**src/rtl/ktlru_pkg.sv**
```systemverilog
// Shared types and constants for the keyed table with LRU eviction.
package ktlru_pkg;

  localparam int SLOTS_DEF    = 8;
  localparam int KEY_BITS_DEF = 64;

  localparam int KEY_W       = 64;
  localparam int STAMP_W     = 32;
  localparam int SLOT_W      = 3;
  localparam int KIND_W      = 2;
  localparam int OUTCOME_W   = 3;
  localparam int IN_TDATA_W  = 96;
  localparam int OUT_TDATA_W = 8;

  typedef enum logic [KIND_W-1:0] {
    KIND_TOUCH  = 2'd0,
    KIND_FIND   = 2'd1,
    KIND_REMOVE = 2'd2
  } kind_t;

  typedef enum logic [OUTCOME_W-1:0] {
    OUT_HIT     = 3'd0,
    OUT_INSERT  = 3'd1,
    OUT_EVICT   = 3'd2,
    OUT_MISS    = 3'd3,
    OUT_REMOVED = 3'd4
  } outcome_t;

  typedef struct packed {
    logic start;
    logic rd_en;
    logic commit;
  } ctl_cmd_t;

  typedef struct packed {
    logic scan_last;
    logic out_busy;
  } dp_stat_t;

endpackage

```
**src/rtl/ktlru_ctrl.sv**
```systemverilog
// Sequencer that walks the table scan and schedules the commit of each item.
module ktlru_ctrl
  import ktlru_pkg::*;
(
  input  logic     clk,
  input  logic     rst,
  input  logic     s_tvalid,
  output logic     s_tready,
  input  dp_stat_t stat,
  output ctl_cmd_t cmd
);

  typedef enum logic [1:0] {
    ST_IDLE,
    ST_SCAN,
    ST_DRAIN,
    ST_COMMIT
  } state_t;

  state_t state;
  state_t state_next;

  always_comb begin
    state_next = state;
    cmd        = '0;
    case (state)
      ST_IDLE: begin
        if (s_tvalid) begin
          cmd.start  = 1'b1;
          state_next = ST_SCAN;
        end
      end
      ST_SCAN: begin
        cmd.rd_en = 1'b1;
        if (stat.scan_last) begin
          state_next = ST_DRAIN;
        end
      end
      // The last entry read is folded into the search results here.
      ST_DRAIN: begin
        state_next = ST_COMMIT;
      end
      ST_COMMIT: begin
        if (!stat.out_busy) begin
          cmd.commit = 1'b1;
          state_next = ST_IDLE;
        end
      end
      default: begin
        state_next = ST_IDLE;
      end
    endcase
  end

  always_ff @(posedge clk) begin
    if (rst) begin
      state <= ST_IDLE;
    end else begin
      state <= state_next;
    end
  end

  assign s_tready = (state == ST_IDLE);

endmodule

```
**src/rtl/ktlru_dp.sv**
```systemverilog
// Table storage, scan search, update logic and result register.
module ktlru_dp
  import ktlru_pkg::*;
#(
  parameter int SLOTS    = SLOTS_DEF,
  parameter int KEY_BITS = KEY_BITS_DEF
) (
  input  logic                   clk,
  input  logic                   rst,
  input  logic [KIND_W-1:0]      in_kind,
  input  logic [KEY_W-1:0]       in_key,
  input  logic [STAMP_W-1:0]     in_now,
  input  ctl_cmd_t               cmd,
  output dp_stat_t               stat,
  output logic                   m_tvalid,
  input  logic                   m_tready,
  output logic [OUT_TDATA_W-1:0] m_tdata
);

  localparam int IDX_W = $clog2(SLOTS);
  localparam int EXT_W = IDX_W + SLOT_W;

  // Item registers.
  kind_t                kind_q;
  logic [KEY_BITS-1:0]  key_q;
  logic [STAMP_W-1:0]   now_q;

  // Table storage: valid bits in flops, keys and stamps in memories.
  logic [SLOTS-1:0]     valid;
  logic [KEY_BITS-1:0]  key_mem   [SLOTS];
  logic [STAMP_W-1:0]   stamp_mem [SLOTS];

  // Scan pipeline.
  logic [IDX_W-1:0]     cnt;
  logic                 rd_live;
  logic [IDX_W-1:0]     rd_idx;
  logic                 rd_vld;
  logic [KEY_BITS-1:0]  rd_key;
  logic [STAMP_W-1:0]   rd_stamp;

  // Search results.
  logic                 hit_found;
  logic [IDX_W-1:0]     hit_idx;
  logic                 free_found;
  logic [IDX_W-1:0]     free_idx;
  logic                 min_set;
  logic [IDX_W-1:0]     min_idx;
  logic [STAMP_W-1:0]   min_stamp;

  // Commit decision.
  logic [IDX_W-1:0]     tgt_idx;
  logic                 mem_we;
  logic                 set_v;
  logic                 clr_v;
  logic                 res_found;
  outcome_t             res_outcome;
  logic [EXT_W-1:0]     tgt_ext;

  // Result register.
  logic                 out_found;
  logic [SLOT_W-1:0]    out_slot;
  outcome_t             out_outcome;

  assign stat.scan_last = (cnt == IDX_W'(SLOTS - 1));
  assign stat.out_busy  = m_tvalid && !m_tready;

  always_ff @(posedge clk) begin
    if (cmd.start) begin
      kind_q <= kind_t'(in_kind);
      key_q  <= in_key[KEY_BITS-1:0];
      now_q  <= in_now;
    end
  end

  // One entry is read per cycle; read data is registered.
  always_ff @(posedge clk) begin
    if (rst) begin
      cnt     <= '0;
      rd_live <= 1'b0;
    end else begin
      rd_live <= cmd.rd_en;
      if (cmd.start) begin
        cnt <= '0;
      end else if (cmd.rd_en) begin
        cnt <= cnt + 1'b1;
      end
    end
  end

  always_ff @(posedge clk) begin
    rd_idx   <= cnt;
    rd_vld   <= valid[cnt];
    rd_key   <= key_mem[cnt];
    rd_stamp <= stamp_mem[cnt];
  end

  // Ties on the stamp keep the lower index because the compare is strict.
  always_ff @(posedge clk) begin
    if (cmd.start) begin
      hit_found  <= 1'b0;
      free_found <= 1'b0;
      min_set    <= 1'b0;
    end else if (rd_live) begin
      if (rd_vld && (rd_key == key_q) && !hit_found) begin
        hit_found <= 1'b1;
        hit_idx   <= rd_idx;
      end
      if (!rd_vld && !free_found) begin
        free_found <= 1'b1;
        free_idx   <= rd_idx;
      end
      if (rd_vld && (!min_set || (rd_stamp < min_stamp))) begin
        min_set   <= 1'b1;
        min_idx   <= rd_idx;
        min_stamp <= rd_stamp;
      end
    end
  end

  always_comb begin
    tgt_idx     = '0;
    mem_we      = 1'b0;
    set_v       = 1'b0;
    clr_v       = 1'b0;
    res_found   = 1'b0;
    res_outcome = OUT_MISS;
    case (kind_q)
      KIND_TOUCH: begin
        res_found = 1'b1;
        mem_we    = 1'b1;
        set_v     = 1'b1;
        if (hit_found) begin
          tgt_idx     = hit_idx;
          res_outcome = OUT_HIT;
        end else if (free_found) begin
          tgt_idx     = free_idx;
          res_outcome = OUT_INSERT;
        end else begin
          tgt_idx     = min_idx;
          res_outcome = OUT_EVICT;
        end
      end
      KIND_FIND: begin
        if (hit_found) begin
          res_found   = 1'b1;
          tgt_idx     = hit_idx;
          res_outcome = OUT_HIT;
        end
      end
      KIND_REMOVE: begin
        if (hit_found) begin
          res_found   = 1'b1;
          clr_v       = 1'b1;
          tgt_idx     = hit_idx;
          res_outcome = OUT_REMOVED;
        end
      end
      default: begin
        tgt_idx = '0;
      end
    endcase
  end

  assign tgt_ext = EXT_W'(tgt_idx);

  always_ff @(posedge clk) begin
    if (cmd.commit && mem_we) begin
      key_mem[tgt_idx]   <= key_q;
      stamp_mem[tgt_idx] <= now_q;
    end
  end

  always_ff @(posedge clk) begin
    if (rst) begin
      valid <= '0;
    end else if (cmd.commit) begin
      if (set_v) begin
        valid[tgt_idx] <= 1'b1;
      end else if (clr_v) begin
        valid[tgt_idx] <= 1'b0;
      end
    end
  end

  always_ff @(posedge clk) begin
    if (rst) begin
      m_tvalid <= 1'b0;
    end else if (cmd.commit) begin
      m_tvalid <= 1'b1;
    end else if (m_tready) begin
      m_tvalid <= 1'b0;
    end
  end

  always_ff @(posedge clk) begin
    if (cmd.commit) begin
      out_found   <= res_found;
      out_slot    <= tgt_ext[SLOT_W-1:0];
      out_outcome <= res_outcome;
    end
  end

  assign m_tdata = {1'b0, out_outcome, out_slot, out_found};

  // A commit must never overwrite a result that has not been taken.
  a_commit_free: assert property (@(posedge clk) disable iff (rst)
    cmd.commit |-> !(m_tvalid && !m_tready))
    else $error("commit while result register is occupied");

  a_commit_shows: assert property (@(posedge clk) disable iff (rst)
    cmd.commit |=> m_tvalid)
    else $error("result not presented after commit");

  // A touch always leaves its slot occupied.
  a_touch_valid: assert property (@(posedge clk) disable iff (rst)
    (cmd.commit && (kind_q == KIND_TOUCH)) |=> valid[$past(tgt_idx)])
    else $error("touched slot not valid");

  // Eviction only happens when no slot was free.
  a_evict_full: assert property (@(posedge clk) disable iff (rst)
    (cmd.commit && (res_outcome == OUT_EVICT)) |-> (valid == {SLOTS{1'b1}}))
    else $error("eviction with a free slot");

endmodule

```
**src/rtl/keyed_table_lru_evict_core.sv**
```systemverilog
// Top level of the fully associative keyed table with LRU eviction.
//
//  Channel | Direction | Signals                     | Contents
//  s_*     | in        | tvalid tready tdata tuser   | one table operation
//  m_*     | out       | tvalid tready tdata         | one result per operation
//
// Each item runs from accept to the next accept through one read of the key and
// stamp memories per slot, a drain state that folds in the last read, a commit
// state and the idle state in which the next item is accepted. The single read
// port of those memories is why the slots are read one at a time.
// Reset clears all valid bits at once; no clearing pass is needed.
// A stalled result stays in the output register; the next item is accepted and
// scanned meanwhile, and holds in its commit cycle until the register frees.
module keyed_table_lru_evict_core
  import ktlru_pkg::*;
#(
  parameter int SLOTS    = SLOTS_DEF,
  parameter int KEY_BITS = KEY_BITS_DEF
) (
  input  logic                   clk,
  input  logic                   rst,
  input  logic                   s_tvalid,
  output logic                   s_tready,
  input  logic [IN_TDATA_W-1:0]  s_tdata,   // key[63:0], now_ms[95:64]
  input  logic [KIND_W-1:0]      s_tuser,   // kind[1:0]
  output logic                   m_tvalid,
  input  logic                   m_tready,
  output logic [OUT_TDATA_W-1:0] m_tdata    // found[0], slot[3:1], outcome[6:4], zero[7]
);

  ctl_cmd_t cmd;
  dp_stat_t stat;

  ktlru_ctrl u_ctrl (
    .clk      (clk),
    .rst      (rst),
    .s_tvalid (s_tvalid),
    .s_tready (s_tready),
    .stat     (stat),
    .cmd      (cmd)
  );

  ktlru_dp #(
    .SLOTS    (SLOTS),
    .KEY_BITS (KEY_BITS)
  ) u_dp (
    .clk      (clk),
    .rst      (rst),
    .in_kind  (s_tuser),
    .in_key   (s_tdata[KEY_W-1:0]),
    .in_now   (s_tdata[KEY_W+STAMP_W-1:KEY_W]),
    .cmd      (cmd),
    .stat     (stat),
    .m_tvalid (m_tvalid),
    .m_tready (m_tready),
    .m_tdata  (m_tdata)
  );

endmodule
```
**config.mk**
```make
export PLATFORM = sky130hd
export DESIGN_NAME = keyed_table_lru_evict_core
export DESIGN_NICKNAME = d
export VERILOG_FILES = /design/src/rtl/ktlru_pkg.sv /design/src/rtl/ktlru_ctrl.sv /design/src/rtl/ktlru_dp.sv /design/src/rtl/keyed_table_lru_evict_core.sv
export SDC_FILE = /design/constraint.sdc
export NUM_CORES = 1
export LEC_CHECK = 0
export BUFFER_PORTS_ARGS = -buffer_cell sky130_fd_sc_hd__buf_2
export CAP_MARGIN = 40
export CORE_MARGIN = 1
export CORE_UTILIZATION = 60
export DETAILED_ROUTE_END_ITERATION = 10
export PLACE_DENSITY = 0.79
export SLEW_MARGIN = 10
export SYNTH_ARGS = -nofsm -noshare
export SYNTH_HDL_FRONTEND = slang
export SYNTH_SLANG_ARGS = --single-unit
```
**constraint.sdc**
```tcl
create_clock -name clk -period 6.4 [get_ports clk]
set_input_delay 1.92 -clock clk [delete_from_list [all_inputs] [get_ports clk]]
set_output_delay 1.92 -clock clk [all_outputs]
set_load 0.01 [all_outputs]
```
## After elaboration in Yosys (flattened, before gate mapping)

Memories as Yosys holds them, arrays and structs flattened. A register that Yosys moved wholly into a read port is not among the register bits.
Cells that the tools add are included.

| storage, ports and cells | value |
|---|---|
| word-level logic and storage cells | 100 |
| memories kept | 2 |
| bits of input ports | 102 |
| register bits | 168 |
| output and inout port bits | 10 |
| RAM bits | 768 |

Memories:

| memory | words | width | rd ports | clocked after Yosys merged registers in | wr ports | line | RTL |
|---|---|---|---|---|---|---|---|
| u_dp.key_mem | 8 | 64 | 1 | 1 | 1 | ktlru_dp.sv:30 | `logic [KEY_BITS-1:0] key_mem [SLOTS];` |
| u_dp.stamp_mem | 8 | 32 | 1 | 1 | 1 | ktlru_dp.sv:31 | `logic [STAMP_W-1:0] stamp_mem [SLOTS];` |

| cells by class | value |
|---|---|
| add/sub/neg operators | 1 |
| eq/ne operators | 10 |
| reductions and logical operators | 27 |
| bitwise logic cells | 4 |
| magnitude comparators | 4 |
| multiplexer cells | 32 |

Operators by type and width:

| operator | number |
|---|---|
| $eq 64x64->1 | 1 |
| $lt 32x32->1 | 1 |
| $mux 8 | 2 |
| $mux 3 | 5 |
| $mux 1 | 14 |
| $reduce_and 3->1 | 4 |
| $mux 2 | 5 |
| $pmux 3 s3 | 1 |
| $and 8x8->8 | 1 |
| $lt 3x4->1 const B | 2 |
| $not 8->8 | 1 |
| $or 8x8->8 | 1 |
| $pmux 2 s4 | 1 |
| $reduce_and 2->1 | 4 |
| $logic_and 1x1->1 | 7 |
| $eq 2x2->1 const B | 3 |
| $ne 2x2->1 const B | 3 |
| $pmux 3 s2 | 1 |
| $logic_not 1->1 | 5 |
| $eq 2x1->1 const B | 2 |
| $logic_not 2->1 | 2 |
| $reduce_bool 2->1 | 2 |
| $reduce_or 2->1 | 2 |
| $add 3x1->3 const B | 1 |
| other kinds (7) | 7 |

## Depth between registers and ports, before layout

| depth | value |
|---|---|
| depth in word-level cells | 11 |
| depth in mapped cells | 8 |
| gate-level depth less buffers | 7 |

## Modules after synthesis

A second synthesis with hierarchy kept.

| second synthesis, totals | value |
|---|---|
| cell total of the unflattened synthesis | 1714 |
| area total of the unflattened synthesis | 37896.3 um^2 |

Modules (own cells, without submodules):

| module | cells each | instances | area each (um^2) |
|---|---|---|---|
| ktlru_dp | 1694 | 1 | 37716.2 |
| ktlru_ctrl | 20 | 1 | 180.2 |

## Least setup slack after synthesis

Ideal clock, no wire load.

| path | value |
|---|---|
| kind | input to register |
| start point | input port m_tready |
| end point | memory u_dp.key_mem[6][0] (netlist name), enable pin |
| required time | 5.950 ns |
| arrival | 4.671 ns |
| path buffers | 0 |
| library setup time | 0.450 ns |
| cell stages on the path | 5 |
| path slack | 1.280 ns |
| cell sequence | nand2b_1 -> nand3_1 -> or3_2 -> or2_1 -> inv_1 |

| between the ends | value |
|---|---|
| cells in the longest elaborated chain, start to end | 7 |

RTL lines:

| item | line | RTL |
|---|---|---|
| start: declaration | keyed_table_lru_evict_core.sv:27 | `input logic m_tready,` |
| $logic_not 1->1 | ktlru_dp.sv:65 | `assign stat.out_busy = m_tvalid && !m_tready;` |
| $logic_and 1x1->1 | ktlru_dp.sv:65 |  |
| $mux 1 | ktlru_ctrl.sv:44 | `if (!stat.out_busy) begin` |
| $mux 1 | ktlru_ctrl.sv:26 | `case (state)` |
| $logic_and 1x1->1 | ktlru_dp.sv:167 | `if (cmd.commit && mem_we) begin` |
| $mux 1 | ktlru_dp.sv:167 |  |
| $mux 1 (implied by the code) | ktlru_dp.sv:168 | `key_mem[tgt_idx] <= key_q;` |
| end: declaration | ktlru_dp.sv:30 |  |

Every way passes these cells.

## Worst setup path in the final report

| path | value |
|---|---|
| start point | input port m_tready |
| end point | memory u_dp.key_mem[2][18] (netlist name), enable pin |

Same word-level chain as after synthesis.

==> results.sh <==
export IMPL_worstPathCellList="buf_2 > nand2b_1 > nand3_1 > nor3_1 > nand3_1 > inv_4 > buf_12 > buf_12"
export IMPL_drc_errors=0
export IMPL_finalPower_mw=16.17
export IMPL_final_setup_viol_count=0
export IMPL_r2r_slack_ps=3100
export IMPL_cap_violations=0
export IMPL_drtPass1Iterations=8
export IMPL_num_antenna_cells=0
export IMPL_slew_headroom=0.3053
export IMPL_num_rows=91
export IMPL_grt_use_met2=0.3805
export IMPL_grtUsageMet1=0.3112
export IMPL_syn_num_nets=1855
export IMPL_critPathKind="in -> reg"
export IMPL_clockBufferDepth=3
export IMPL_fmax_mhz=264.5
export IMPL_port_buffers=110
export IMPL_fin_crit_ps=3780
export IMPL_antenna_found_initial=3
export IMPL_busiest_layer="met2"
export IMPL_synthCells=1712
export IMPL_leakagePower_nw=13.94
export IMPL_die_width_um=253.1
export IMPL_cp_max_fo=38
export IMPL_grt_pass1_wl_mm=107.2
export IMPL_yosysSeqAreaShare=0.7881
export IMPL_gp_congestion=0.7764
export IMPL_clock_latency_ps=670
export IMPL_routed_via_density=6.035
export IMPL_start_util=0.6106
export IMPL_grt_overflow=0
export IMPL_cts_sinks=1032
export IMPL_power_density_nw_per_um2=377.1
export IMPL_path_clk_slew_ps=60
export IMPL_end_kind="flip-flop"
export IMPL_cts_resized=0
export IMPL_area_growth_pct=13.40
export IMPL_syn_avg_cell_area_um2=22.09
export IMPL_dp_hpwl_mm=40.69
export IMPL_yosys_warnings=0
export IMPL_grt_max_degree=144
export IMPL_worstPathArrival_ps=4110
export IMPL_vias=16960
export IMPL_max_stage_delay_ps=440
export IMPL_wl_mm=71.71
export IMPL_hold_class="reg -> reg"
export IMPL_status="finished, final reports clean"
export IMPL_cts_max_level=3
export IMPL_slowest_stage="inv_4"
export IMPL_synth_edff_count=914
export IMPL_grt_pass1_vias=17810
export IMPL_worst_path_buf_inv=4
export IMPL_first_iter_violations=1545
export IMPL_cts_tree="built"
export IMPL_min_period_over_period=0.5906
export IMPL_ant_nets=0
export IMPL_ys_types=57
export IMPL_root_buffer="clkbuf_16"
export IMPL_critPathLaunchType="input port"
export IMPL_numCtsBuffers=99
export IMPL_hold_viol_final=0
export IMPL_layout_drive_gt1_share=0.3050
export IMPL_tns_ps=0
export IMPL_synth_seq_cells=1032
export IMPL_rsz0062_at_grt="no"
export IMPL_ir_drop_uv=263.4
export IMPL_core_area_um2=61940
export IMPL_postCtsSetupBuffers=0
export IMPL_slew_violations=0
export IMPL_synthFlopType="edfxtp_1"
export IMPL_worstMarginPinSlew_ps=1042
export IMPL_ctsHoldBuffers=0
export IMPL_die_y_um=253.1
export IMPL_cp_top_family="buffers and inverters"
export IMPL_use_met3=0.04934
export IMPL_syn_cell_area_um2=37820
export IMPL_skew_ps=28.25
export IMPL_wl_per_cell_um=25.51
export IMPL_dieArea_um2=64040
export IMPL_finalNetCount=2036
export IMPL_cp_required_ps=6730
export IMPL_fillers=3625
export IMPL_async_flop_share=0
export IMPL_ios=112
export IMPL_track_usage=0.2301
==> per-layer routing <==
metal	vias to the layer above	part of all wire
met5	-	0.00018
met4	2	0.024
met3	126	0.073
met2	700	0.50
met1	8809	0.40
li1	7326	-
==> area by class of cell <==
type | instances | area, µm² | share of cell area
sequential | 1032 | 29820 | 0.6953
multi-input combinational | 558 | 7513 | 0.1752
clock buffer | 135 | 2786 | 0.06497
timing repair buffer | 142 | 1049 | 0.02445
tap | 837 | 1047 | 0.02442
clock inverter | 47 | 425.4 | 0.009919
inverter | 60 | 247.7 | 0.005776
==> flip-flops by register name (all words and copies together), names as in the netlist, 32 cells and up, named ones only <==
signal / flops
u_dp.now_q: 32
u_dp.key_mem: 512
u_dp.rd_key: 64
u_dp.rd_stamp: 32
u_dp.stamp_mem: 256
u_dp.min_stamp: 32
u_dp.key_q: 64
==> per-stage QoR <==
step	cells	util	worst slack, ps	hold WS (ps)	cell area (µm²)
CTS	2811	0.6924	2659	436.4	42890
finish	2811	0.6924	2620	434.9	42890
detailed placement	2629	0.6406	1995	420.9	39680
global route	2811	0.6924	2477	447.8	42890
floorplan	1712	-	1280	349.7	37820
global placement	2618	0.6363	1907	421.1	39410
==> cells by family after synthesis <==
kind of cell    synth area share
simple gates             0.01373
xor+xnor                 0.01227
mux                       0.1462
other cells           0.00009915
buf+inv                  0.01350
fa+ha+maj                0.01356
compound gates           0.01254
flops                     0.7881
==> path summary, 6_finish.rpt <==
kind	start	to	cells past startpoint
setup reg to reg	u_dp.kind_q[0]	u_dp.key_mem[4][17]	8
hold reg to reg	u_dp.rd_stamp[20]	u_dp.min_stamp[20]	0
hold / removal	u_dp.rd_stamp[20]	u_dp.min_stamp[20]	0
setup / recovery	m_tready	u_dp.key_mem[2][18]	8
==> placed cells by master (no fill, tap or decap), types with 6 or more instances in the layout <==
master,instances
nor2_1,16
xnor2_1,50
buf_4,15
mux2_2,98
dfxtp_1,115
nand2_1,18
nand2b_1,11
clkinv_2,21
nor3_1,7
nand3_1,6
buf_16,6
a21oi_1,23
edfxtp_1,914
clkbuf_8,11
o21ai_0,10
nand4_1,13
bufinv_16,6
inv_4,9
inv_1,51
mux4_2,194
buf_12,11
clkbuf_16,102
clkbuf_1,22
ha_1,41
clkinv_1,13
buf_2,110
==> power breakdown <==
group	total, mW	switching, mW	internal, mW
clock network	5.71	2.41	3.30
logic	1.89	0.922	0.966
registers	8.58	0.518	8.06
total	16.2	3.85	12.3
==> Yosys cell counts (all sizes together), types with 6 or more instances <==
library cell,instances,area (µm²)
nand2,18,67.56
nand2b,11,68.82
dfxtp,118,2362
clkbuf,29,108.9
buf,33,176.4
ha,41,513.0
edfxtp,914,27450
nand3,6,30.03
inv,60,225.2
nor3,7,35.03
nor2,16,60.06
xnor2,50,437.9
nand4,13,81.33
o21ai,12,60.06
mux4,194,4369
a21oi,24,120.1
mux2,99,1119
No activity file was read; power rests on OpenSTA's default activity.
